<file path="src/sv/scla_pkg.sv">
// shared types and constants for the serial command line assembler
`timescale 1ns / 1ps

package scla_pkg;

  // line store geometry
  localparam int LINE_CAPACITY = 64;
  localparam int FILL_W        = $clog2(LINE_CAPACITY);

  // fixed field widths
  localparam int BYTE_W  = 8;
  localparam int CHAR_W  = 7;
  localparam int LEN_W   = 6;
  localparam int IDLE_W  = 17;
  localparam int GARB_W  = 9;
  localparam int CFG_W   = 16;
  localparam int CFG_IDX_W = 2;

  // register indexes
  localparam logic [CFG_IDX_W-1:0] REG_IDLE_LIMIT    = 2'd0;
  localparam logic [CFG_IDX_W-1:0] REG_GARBAGE_LIMIT = 2'd1;
  localparam logic [CFG_IDX_W-1:0] REG_MIN_LENGTH    = 2'd2;

  // register reset values
  localparam logic [15:0] IDLE_LIMIT_RST    = 16'd500;
  localparam logic [7:0]  GARBAGE_LIMIT_RST = 8'd20;
  localparam logic [5:0]  MIN_LENGTH_RST    = 6'd2;

  // byte codes
  localparam logic [BYTE_W-1:0] CHAR_CR        = 8'h0D;
  localparam logic [BYTE_W-1:0] CHAR_LF        = 8'h0A;
  localparam logic [BYTE_W-1:0] PRINTABLE_LO   = 8'h20;
  localparam logic [BYTE_W-1:0] PRINTABLE_HI   = 8'h7E;

  // saturation value of the idle counter
  localparam logic [IDLE_W-1:0] IDLE_MAX = {IDLE_W{1'b1}};

  // request from intake to emitter: start sending a completed line
  typedef struct packed {
    logic              start;
    logic [FILL_W-1:0] length;
  } emit_req_t;

  // store write request from intake
  typedef struct packed {
    logic              we;
    logic [FILL_W-1:0] addr;
    logic [CHAR_W-1:0] data;
  } store_wr_t;

endpackage

</file>
<file path="src/sv/scla_line_ram.sv">
// line store: one write port, one registered read port
`timescale 1ns / 1ps

module scla_line_ram (
  input  logic                              clk,
  input  scla_pkg::store_wr_t               wr,
  input  logic [scla_pkg::FILL_W-1:0]       raddr,
  output logic [scla_pkg::CHAR_W-1:0]       rdata
);

  logic [scla_pkg::CHAR_W-1:0] mem [scla_pkg::LINE_CAPACITY];
  logic [scla_pkg::CHAR_W-1:0] rdata_r;

  // write port
  always_ff @(posedge clk) begin
    if (wr.we) begin
      mem[wr.addr] <= wr.data;
    end
  end

  // read port, registered
  always_ff @(posedge clk) begin
    rdata_r <= mem[raddr];
  end

  assign rdata = rdata_r;

endmodule

</file>
<file path="src/sv/scla_intake.sv">
// byte intake: config registers, line counters and store writes
`timescale 1ns / 1ps

module scla_intake (
  input  logic                                clk,
  input  logic                                rst_n,
  input  logic                                cfg_we,
  input  logic [scla_pkg::CFG_IDX_W-1:0]      cfg_index,
  input  logic [scla_pkg::CFG_W-1:0]          cfg_wdata,
  input  logic                                byte_valid,
  input  logic [scla_pkg::BYTE_W-1:0]         byte_data,
  output scla_pkg::store_wr_t                 wr,
  output scla_pkg::emit_req_t                 req
);

  logic [15:0]                   idle_limit_r;
  logic [7:0]                    garbage_limit_r;
  logic [5:0]                    min_length_r;
  logic [scla_pkg::FILL_W-1:0]   fill_r, fill_nxt;
  logic [scla_pkg::GARB_W-1:0]   garb_r, garb_nxt;
  logic [scla_pkg::IDLE_W-1:0]   idle_r, idle_nxt;
  logic [scla_pkg::FILL_W-1:0]   fill_a;
  logic [scla_pkg::GARB_W-1:0]   garb_a;
  logic [scla_pkg::IDLE_W-1:0]   idle_a;
  logic [scla_pkg::GARB_W-1:0]   garb_inc;
  logic                          is_term;
  logic                          is_print;
  logic                          long_enough;

  // config registers
  always_ff @(posedge clk) begin
    if (!rst_n) begin
      idle_limit_r    <= scla_pkg::IDLE_LIMIT_RST;
      garbage_limit_r <= scla_pkg::GARBAGE_LIMIT_RST;
      min_length_r    <= scla_pkg::MIN_LENGTH_RST;
    end else if (cfg_we) begin
      unique case (cfg_index)
        scla_pkg::REG_IDLE_LIMIT:    idle_limit_r    <= cfg_wdata;
        scla_pkg::REG_GARBAGE_LIMIT: garbage_limit_r <= cfg_wdata[7:0];
        scla_pkg::REG_MIN_LENGTH:    min_length_r    <= cfg_wdata[5:0];
        default: ;
      endcase
    end
  end

  // byte classification
  assign is_term  = (byte_data == scla_pkg::CHAR_CR) || (byte_data == scla_pkg::CHAR_LF);
  assign is_print = (byte_data >= scla_pkg::PRINTABLE_LO) &&
                    (byte_data <= scla_pkg::PRINTABLE_HI);

  // counter update for one byte
  always_comb begin
    // idle count saturates; a partial line left idle past the limit is dropped
    idle_a = (idle_r != scla_pkg::IDLE_MAX) ? idle_r + 1'b1 : idle_r;
    fill_a = fill_r;
    garb_a = garb_r;
    if ((fill_r != '0) && (idle_a > {1'b0, idle_limit_r})) begin
      fill_a = '0;
      garb_a = '0;
      idle_a = '0;
    end

    long_enough = (scla_pkg::LEN_W'(fill_a) >= min_length_r);
    garb_inc    = garb_a + 1'b1;

    fill_nxt = fill_a;
    garb_nxt = garb_a;
    idle_nxt = idle_a;
    wr.we    = 1'b0;
    wr.addr  = fill_a;
    wr.data  = byte_data[scla_pkg::CHAR_W-1:0];
    req.start  = 1'b0;
    req.length = fill_a;

    if (is_term) begin
      if (long_enough) begin
        req.start = byte_valid && (fill_a != '0);
        fill_nxt  = '0;
        garb_nxt  = '0;
        idle_nxt  = '0;
      end else begin
        fill_nxt = '0;
      end
    end else if (is_print) begin
      if (fill_a < scla_pkg::FILL_W'(scla_pkg::LINE_CAPACITY - 1)) begin
        wr.we    = byte_valid;
        fill_nxt = fill_a + 1'b1;
        idle_nxt = '0;
        garb_nxt = '0;
      end
    end else begin
      // garbage byte
      garb_nxt = garb_inc;
      if (garb_inc > {1'b0, garbage_limit_r}) begin
        fill_nxt = '0;
        garb_nxt = '0;
      end
    end
  end

  // counter registers
  always_ff @(posedge clk) begin
    if (!rst_n) begin
      fill_r <= '0;
      garb_r <= '0;
      idle_r <= '0;
    end else if (byte_valid) begin
      fill_r <= fill_nxt;
      garb_r <= garb_nxt;
      idle_r <= idle_nxt;
    end
  end

endmodule

</file>
<file path="src/sv/scla_emitter.sv">
// line emitter: walks the store and presents each character of a requested line
`timescale 1ns / 1ps

module scla_emitter (
  input  logic                                clk,
  input  logic                                rst_n,
  input  scla_pkg::emit_req_t                 req,
  output logic                                busy,
  output logic [scla_pkg::FILL_W-1:0]         raddr,
  input  logic [scla_pkg::CHAR_W-1:0]         rdata,
  output logic                                out_valid,
  input  logic                                out_ready,
  output logic [scla_pkg::CHAR_W-1:0]         out_char,
  output logic [scla_pkg::LEN_W-1:0]          out_length,
  output logic                                out_last
);

  localparam logic [1:0] EM_IDLE  = 2'd0;
  localparam logic [1:0] EM_FETCH = 2'd1;
  localparam logic [1:0] EM_SHOW  = 2'd2;

  logic [1:0]                  state_r, state_nxt;
  logic [scla_pkg::FILL_W-1:0] ptr_r, ptr_nxt;
  logic [scla_pkg::FILL_W-1:0] len_r, len_nxt;
  logic                        last;

  assign last = (ptr_r == len_r - 1'b1);

  // sequencer: fetch a character, then hold it until taken
  always_comb begin
    state_nxt = state_r;
    ptr_nxt   = ptr_r;
    len_nxt   = len_r;
    unique case (state_r)
      EM_IDLE: begin
        if (req.start) begin
          len_nxt   = req.length;
          ptr_nxt   = '0;
          state_nxt = EM_FETCH;
        end
      end
      EM_FETCH: begin
        state_nxt = EM_SHOW;
      end
      EM_SHOW: begin
        if (out_ready) begin
          if (last) begin
            state_nxt = EM_IDLE;
          end else begin
            ptr_nxt   = ptr_r + 1'b1;
            state_nxt = EM_FETCH;
          end
        end
      end
      default: begin
        state_nxt = EM_IDLE;
      end
    endcase
  end

  always_ff @(posedge clk) begin
    if (!rst_n) begin
      state_r <= EM_IDLE;
      ptr_r   <= '0;
    end else begin
      state_r <= state_nxt;
      ptr_r   <= ptr_nxt;
    end
  end

  always_ff @(posedge clk) begin
    len_r <= len_nxt;
  end

  // the store read register holds the character while it is shown
  assign raddr      = ptr_r;
  assign busy       = (state_r != EM_IDLE);
  assign out_valid  = (state_r == EM_SHOW);
  assign out_char   = rdata;
  assign out_length = scla_pkg::LEN_W'(len_r);
  assign out_last   = last;

endmodule

</file>
<file path="src/sv/serial_command_line_assembler.sv">
// top level of the serial command line assembler
//
//   channel   direction  handshake              payload
//   in_       request    in_tvalid/in_tready    in_tdata: rx_byte
//   out_      result     out_tvalid/out_tready  out_tdata: line_char, line_length; tlast
//   cfg_      write      cfg_we                 cfg_index, cfg_wdata
//
// an ordinary byte is taken every cycle while no line is being sent; counters update in the same cycle
// a terminator that completes a line stalls input while the line is sent
// each character passes a store read state, then a show state, where it waits out output stalls
// reset is synchronous, active low; the line store needs no clearing pass
// output stalls hold the current character on the store read register
`timescale 1ns / 1ps

module serial_command_line_assembler (
  input  logic        clk,
  input  logic        rst_n,
  input  logic        cfg_we,
  input  logic [1:0]  cfg_index,
  input  logic [15:0] cfg_wdata,
  input  logic        in_tvalid,
  output logic        in_tready,
  input  logic [7:0]  in_tdata,     // [7:0] rx_byte
  output logic        out_tvalid,
  input  logic        out_tready,
  output logic [15:0] out_tdata,    // [6:0] line_char, [12:7] line_length, [15:13] zero
  output logic        out_tlast     // last_char
);

  scla_pkg::store_wr_t               wr;
  scla_pkg::emit_req_t               req;
  logic                              busy;
  logic                              in_acc;
  logic [scla_pkg::FILL_W-1:0]       raddr;
  logic [scla_pkg::CHAR_W-1:0]       rdata;
  logic [scla_pkg::CHAR_W-1:0]       out_char;
  logic [scla_pkg::LEN_W-1:0]        out_length;

  // input stalls while a line is sent
  assign in_tready = !busy;
  assign in_acc    = in_tvalid && in_tready;

  scla_intake u_intake (
    .clk        (clk),
    .rst_n      (rst_n),
    .cfg_we     (cfg_we),
    .cfg_index  (cfg_index),
    .cfg_wdata  (cfg_wdata),
    .byte_valid (in_acc),
    .byte_data  (in_tdata),
    .wr         (wr),
    .req        (req)
  );

  scla_line_ram u_ram (
    .clk   (clk),
    .wr    (wr),
    .raddr (raddr),
    .rdata (rdata)
  );

  scla_emitter u_emitter (
    .clk        (clk),
    .rst_n      (rst_n),
    .req        (req),
    .busy       (busy),
    .raddr      (raddr),
    .rdata      (rdata),
    .out_valid  (out_tvalid),
    .out_ready  (out_tready),
    .out_char   (out_char),
    .out_length (out_length),
    .out_last   (out_tlast)
  );

  // result packing
  assign out_tdata = {3'b000, out_length, out_char};

endmodule
</file>
<file path="config.mk">
export PLATFORM = sky130hd
export DESIGN_NAME = serial_command_line_assembler
export DESIGN_NICKNAME = d
export VERILOG_FILES = /design/src/sv/scla_pkg.sv /design/src/sv/scla_line_ram.sv /design/src/sv/scla_intake.sv /design/src/sv/scla_emitter.sv /design/src/sv/serial_command_line_assembler.sv
export SDC_FILE = /design/constraint.sdc
export NUM_CORES = 1
export LEC_CHECK = 0
export ABC_AREA = 1
export BUFFER_PORTS_ARGS = -buffer_cell sky130_fd_sc_hd__clkbuf_2
export CORE_UTILIZATION = 62
export DETAILED_ROUTE_END_ITERATION = 12
export PLACE_DENSITY_LB_ADDON = 0.3
export SLEW_MARGIN = 40
export SYNTH_ARGS = -nofsm -noshare
export SYNTH_HDL_FRONTEND = slang
export SYNTH_SLANG_ARGS = --single-unit
</file>
<file path="constraint.sdc">
create_clock -name clk -period 5.9 [get_ports clk]
set_clock_uncertainty 0.2 [all_clocks]
set_input_delay 0 -clock clk [delete_from_list [all_inputs] [get_ports clk]]
set_output_delay 0 -clock clk [all_outputs]
set_load 0.005 [all_outputs]
</file>
=== After elaboration in Yosys (flattened, before gate mapping) ===
Memories as Yosys holds them, arrays and structs flattened. A register that Yosys moved wholly into a read port is not among the register bits.
Index checks and enable logic that the tools add are counted.

* Muxes and demuxes: 32
* Eq/ne operators: 11
* Reductions and logical operators: 18
* Multiply operators: 0
* Bitwise logic cells: 0
* Divide/modulo/power cells: 0
* Add/sub/neg operators: 5
* Magnitude comparators: 6
* Shifts and indexed selects: 0

{| class="wikitable"
|+ Operators with widths
! cell !! count
|-
| $mux 17 || 6
|-
| $mux 9 || 6
|-
| $mux 6 || 8
|-
| $add 17x1->17 const B || 1
|-
| $gt 17x16->1 || 1
|-
| $ne 17x17->1 const B || 1
|-
| $eq 8x4->1 const B || 2
|-
| $add 6x1->6 const B || 2
|-
| $pmux 6 s2 || 1
|-
| $reduce_bool 6->1 || 2
|-
| $reduce_and 2->1 || 5
|-
| $add 9x1->9 const B || 1
|-
| $gt 9x8->1 || 1
|-
| $ge 8x6->1 const B || 1
|-
| $le 8x7->1 const B || 1
|-
| $mux 1 || 8
|-
| $eq 6x6->1 || 1
|-
| $ge 6x6->1 || 1
|-
| $lt 6x6->1 const B || 1
|-
| $pmux 2 s3 || 1
|-
| $sub 6x1->6 const B || 1
|-
| $eq 2x1->1 const B || 2
|-
| $eq 2x2->1 const B || 2
|-
| $logic_and 1x1->1 || 4
|-
| other kinds (8) || 12
|}

* Input bits: 31
* Output and inout port bits: 19
* RAM bits: 448
* Latch bits: 0
* Memory bits (read-only): 0
* Memories: 1
* Register bits: 76

{| class="wikitable"
|+ Memories
! name !! words !! bits a word !! read ports !! clocked after memory_dff !! write ports !! RTL line !! RTL
|-
| u_ram.mem || 64 || 7 || 1 || 1 || 1 || scla_line_ram.sv:11 || <nowiki>logic [scla_pkg::CHAR_W-1:0] mem [scla_pkg::LINE_CAPACITY];</nowiki>
|}

=== Longest topological paths before layout ===
* Depth in word-level cells: 11
* Gate-level depth with buffers: 43

=== By module ===
A second synthesis with hierarchy kept.

* Cells, all modules: 2363
* Area, all modules: 23864.1 um2

{| class="wikitable"
|+ By module, submodules not included
! module !! times used !! area each (um2) !! sequential area each (um2) !! cells each
|-
| scla_line_ram || 1 || 18545.3 || 13593.0 || 1590
|-
| scla_intake || 1 || 4304.1 || 1241.2 || 628
|-
| scla_emitter || 1 || 974.7 || 340.3 || 138
|-
| serial_command_line_assembler || 1 || 40.0 || 0.0 || 7
|}

=== Least setup slack after synthesis ===
OpenSTA, ideal clock, no wires.

* Kind: register to register
* From: register u_intake.idle_r[0] (netlist name)
* To: register u_intake.fill_r[0] (netlist name)
* Required time: 5.630 ns
* Slack: 0.666 ns
* Setup time: 0.070 ns
* Path buffers: 0
* Stages on the path, launching flop included: 36
* Arrival time: 4.963 ns
* Clock period less this slack: 5.234 ns
* Path through: dfxtp_1 ha_1 inv_1 nor2_2 nand2_2 inv_1 nand2_1 nor2_1 nor3_1 nand2_1 nor2_1 nand2_1 nor3_1 xor2_1 ha_1 and3_1 a21boi_0 nor2_2 nand2_2 nand2_8 inv_2 nor2_1 ha_1 nand3_2 nor2_4 xor2_1 ha_1 a21oi_1 o21ai_0 o21ai_0 a21boi_0 o32ai_1 nand3_2 a21oi_2 o21ai_0 a21oi_1

* Cells in the longest elaborated chain, start to end: 10

{| class="wikitable"
|+ Ends and longest elaborated chain
! what !! RTL line !! RTL
|-
| start, declared || scla_intake.sv:21 || <nowiki>logic [scla_pkg::IDLE_W-1:0] idle_r, idle_nxt;</nowiki>
|-
| start signal, assigned || scla_intake.sv:110 || <nowiki>idle_r <= idle_nxt;</nowiki>
|-
| $add 17x1->17 or $ne 17x17->1 (tied branches) || scla_intake.sv:54 || <nowiki>idle_a = (idle_r != scla_pkg::IDLE_MAX) ? idle_r + 1'b1 : idle_r;</nowiki>
|-
| $mux 17 (*) || scla_intake.sv:54 ||
|-
| $gt 17x16->1 (*) || scla_intake.sv:57 || <nowiki>if ((fill_r != '0) && (idle_a > {1'b0, idle_limit_r})) begin</nowiki>
|-
| $logic_and 1x1->1 (*) || scla_intake.sv:57 ||
|-
| $mux 9 || scla_intake.sv:57 ||
|-
| $add 9x1->9 || scla_intake.sv:64 || <nowiki>garb_inc = garb_a + 1'b1;</nowiki>
|-
| $gt 9x8->1 || scla_intake.sv:94 || <nowiki>if (garb_inc > {1'b0, garbage_limit_r}) begin</nowiki>
|-
| $mux 6 || scla_intake.sv:94 ||
|-
| $mux 6 (*) || scla_intake.sv:84 || <nowiki>end else if (is_print) begin</nowiki>
|-
| $mux 6 (*) || scla_intake.sv:75 || <nowiki>if (is_term) begin</nowiki>
|-
| end signal, assigned || scla_intake.sv:108 || <nowiki>fill_r <= fill_nxt;</nowiki>
|-
| end, declared || scla_intake.sv:19 || <nowiki>logic [scla_pkg::FILL_W-1:0] fill_r, fill_nxt;</nowiki>
|}

Every way passes the cells marked *; elsewhere a longest branch is shown, timed or not.
A chain may end at the register's enable or synchronous reset.

=== Final worst setup path ===
* From: register u_intake.idle_r[0] (netlist name)
* To: register u_intake.garb_r[6] (netlist name)

* Cells in the longest elaborated chain, start to end: 10

{| class="wikitable"
|+ Ends and longest elaborated chain
! what !! RTL line !! RTL
|-
| $add 17x1->17 or $ne 17x17->1 (tied branches) || scla_intake.sv:54 ||
|-
| $mux 17 (*) || scla_intake.sv:54 ||
|-
| $gt 17x16->1 (*) || scla_intake.sv:57 ||
|-
| $logic_and 1x1->1 (*) || scla_intake.sv:57 ||
|-
| $mux 9 || scla_intake.sv:57 ||
|-
| $add 9x1->9 || scla_intake.sv:64 ||
|-
| $gt 9x8->1 || scla_intake.sv:94 ||
|-
| $mux 9 || scla_intake.sv:94 ||
|-
| $mux 9 || scla_intake.sv:84 ||
|-
| $mux 9 (*) || scla_intake.sv:75 ||
|-
| end signal, assigned || scla_intake.sv:109 || <nowiki>garb_r <= garb_nxt;</nowiki>
|-
| end, declared || scla_intake.sv:20 || <nowiki>logic [scla_pkg::GARB_W-1:0] garb_r, garb_nxt;</nowiki>
|}

Marked as above.

==> results_dict.tcl <==
set metrics [dict create \
    status "finished clean" \
    period_minus_slack_ps 5780 \
    hold_depth 4 \
    crit_type "reg -> reg" \
    synth_ff_type "edfxtp_1" \
    grt_pass1_wl_mm 88.6 \
    globalRouteOverflowTotal 0 \
    grt_pass1_vias 16000 \
    cts_tree "yes" \
    syn_avg_cell_area_um2 11.3 \
    worstSetupEndpointType "register" \
    htreeDepth 2 \
    core_area_um2 35800 \
    hold_viol 0 \
    dieArea_um2 37500 \
    place.detailed.hpwl_mm 33.3 \
    die_w_um 194 \
    holdPathEnd "u_intake.garbage_limit_r[2]$_SDFFE_PN1P_" \
    r2r-end "u_intake.garb_r[6]$_SDFFE_PN0P_" \
    final_nets 2242 \
    clkSinkCount 531 \
    period_share_pct 97.9 \
    layout_commonest_cell "edfxtp_1" \
    synthesis.area_um2 22800 \
    holdCritStartpoint "cfg_wdata[2]" \
    ff2ff_setup_slack_ps 120 \
    syn_inst 2017 \
    setup_viol 0 \
    power.density_nw_per_um2 287 \
    final_cell_mix "454 x edfxtp_1, 333 x nor2_1, 265 x o21ai_0, 203 x nand2_1, 108 x buf_4" \
    cts_root_buf "clkbuf_16" \
    hold_slack_ps 79.4 \
    p_leak_uw 0.00930 \
    maxSlewHeadroom_pct 46.2 \
    p_total_uw 7550 \
    ys_seq_area_share_pct 66.6 \
    pin_count 50 \
    async_reset_ff_share_pct 0 \
    crit_fanout 8 \
    drt_pre_antenna_iters 6 \
    clock_latency_ps 590 \
    r2r-start "u_intake.idle_r[0]$_SDFFE_PN0P_" \
    max_cap_violations 0 \
    ys_ff_latch 531 \
    layout-drive-gt1-share_pct 15.3 \
    critPathLaunchType "register" \
    ant_nets 0 \
    rows 69 \
    drcViolationCount 0 \
    min_path_type "in -> reg" \
    grt_use_total_pct 30.8 \
    placed_area_um2 23900 \
    max_stage_delay_ps 320 \
    stdcell_area_um2 26300 \
    yosysWarnings 0 \
    die_h_um 194 \
    via_count 16600 \
    grt_start_max_net_pins 110 \
    r2r_cells 42 \
    yosysTopAreaCell "edfxtp_1" \
    cp.required_ps 6210 \
    slowest_stage "dfxtp_2" \
    timing.fmax_mhz 173 \
    synth_cell_types 51 \
    synth_edf_count 454 \
    antenna_cells 0 \
    drt-total-wl_mm 58.1 \
    slew_viol_final 0 \
    start_util_pct 63.6 \
    path_clk_slew_ps 70 \
    fin_setup_tns_ps 0 \
    portBuffers 46 \
    synth_area_leaders "edfxtp_1 60%, dfxtp_1 6.8%, o21ai_0 5.9%, nor2_1 5.6%, nand2_1 3.4%" \
    cp.arrival_ps 6090 \
    gp_congestion 0.890 \
    worstMarginPinSlew_ps 807 \
    cts.path.max_buffers 3 \
    synth_top_area_share_pct 59.8 \
    cts_buffers 51 \
    antenna_found_initial 0 \
    ir_drop_mv 0.243 \
    crit_top_cell "nand2_2" \
    wire_per_inst_um 21.7 \
    via_per_inst 6.20 \
    syn_to_final_growth_pct 15.5 \
    rsz0062_at_grt "true" \
    drt_iter0_drc 1806 \
]
-- power by group --
group | internal (uW) | leakage (uW) | switching, uW
logic | 123 | 0.00383 | 265
clock network | 1690 | 0.000754 | 1360
registers | 4100 | 0.00472 | 17.9
-- layer usage --
metal | vias to the layer above | routed length [um] | track usage (%)
met4 | 0 | 2690 | 14.2
met5 | - | 0 | 0
met3 | 139 | 5240 | 4.56
met2 | 903 | 28300 | 51.6
met1 | 7952 | 21900 | 39.9
li1 | 7572 | - | -
-- critical path, delay by kind of cell, from the launching register on --
kind                       cells  cell delay [ps]
buffers and inverters          5              330
and+or+nand+nor               24             2580
adders and majority gates      4              940
DFF                            1              320
AOI/OAI and AO/OA              7              940
xor gates and xnor gates       2              370
-- cell families (layout without fill, tap and decap cells) --
group	count (synthesis)	count (layout)	synth area share [%]
xor+xnor	27	27	1.04
fa+ha+maj	36	36	1.98
compound gates	505	505	13.0
simple gates	695	695	13.5
flops	531	531	66.6
buf+inv	222	416	3.90
other cells	1	3	0.0165
-- final cells by class --
type	instances	area, um2
Timing Repair Buffer	217	1680
Clock inverter	19	139
Clock buffer	72	1400
Fill cell	2297	9510
Multi-Input combinational cell	1266	6920
Inverter	108	425
Sequential cell	531	15200
Tap cell	461	577
-- metrics by stage --
| step | setup slack (ps) | cells | util (%) |
|---|---|---|---|
| final | 121 | 2674 | 73.5 |
| after global routing | -165 | 2674 | 73.5 |
| after CTS | 4.14 | 2661 | 72.8 |
| after detailed placement | -201 | 2509 | 66.6 |
| after global placement | 101 | 2509 | 66.6 |
| after floorplan | 666 | 2019 | - |
-- registers in the layout, indices dropped and copies added (netlist names), 7 cells and up --
register                  flops
u_ram.mem                   448
u_intake.idle_r              17
u_intake.idle_limit_r        16
u_ram.rdata                   7
u_intake.garb_r               9
u_intake.garbage_limit_r      8
-- what timing repair did --
action / CTS / global route
gates resized for setup: 11 / 43
hold endpoints to repair: 272 / 0
hold buffers: 60 / 0
pin swaps: 4 / 34
setup endpoints to repair: 14 / 48
setup buffers: 1 / 13
-- how the worst max path moves through the flow --
stage	to	slack [ps]	start
2_1_floorplan	u_intake.fill_r[0]$_SDFFE_PN0P_	670	u_intake.idle_r[0]$_SDFFE_PN0P_
3_3_place_gp	u_intake.fill_r[0]$_SDFFE_PN0P_	100	u_intake.idle_r[0]$_SDFFE_PN0P_
3_5_place_dp	u_intake.fill_r[0]$_SDFFE_PN0P_	-200	u_intake.idle_r[0]$_SDFFE_PN0P_
4_1_cts	u_intake.garb_r[1]$_SDFFE_PN0P_	4	u_intake.idle_r[0]$_SDFFE_PN0P_
5_1_grt	u_intake.garb_r[6]$_SDFFE_PN0P_	-170	u_intake.idle_r[0]$_SDFFE_PN0P_
6_report	u_intake.garb_r[6]$_SDFFE_PN0P_	120	u_intake.idle_r[0]$_SDFFE_PN0P_
-- synthesized netlist by cell type (36+ instances only) --
master,instances
nor2_1,342
ha_1,36
inv_1,98
o22ai_1,67
nand2_1,209
a21oi_1,66
nand3_1,54
o21ai_0,269
edfxtp_1,454
o221ai_1,45
dfxtp_1,77
clkbuf_1,100
Power figures use the tool's default switching activity.
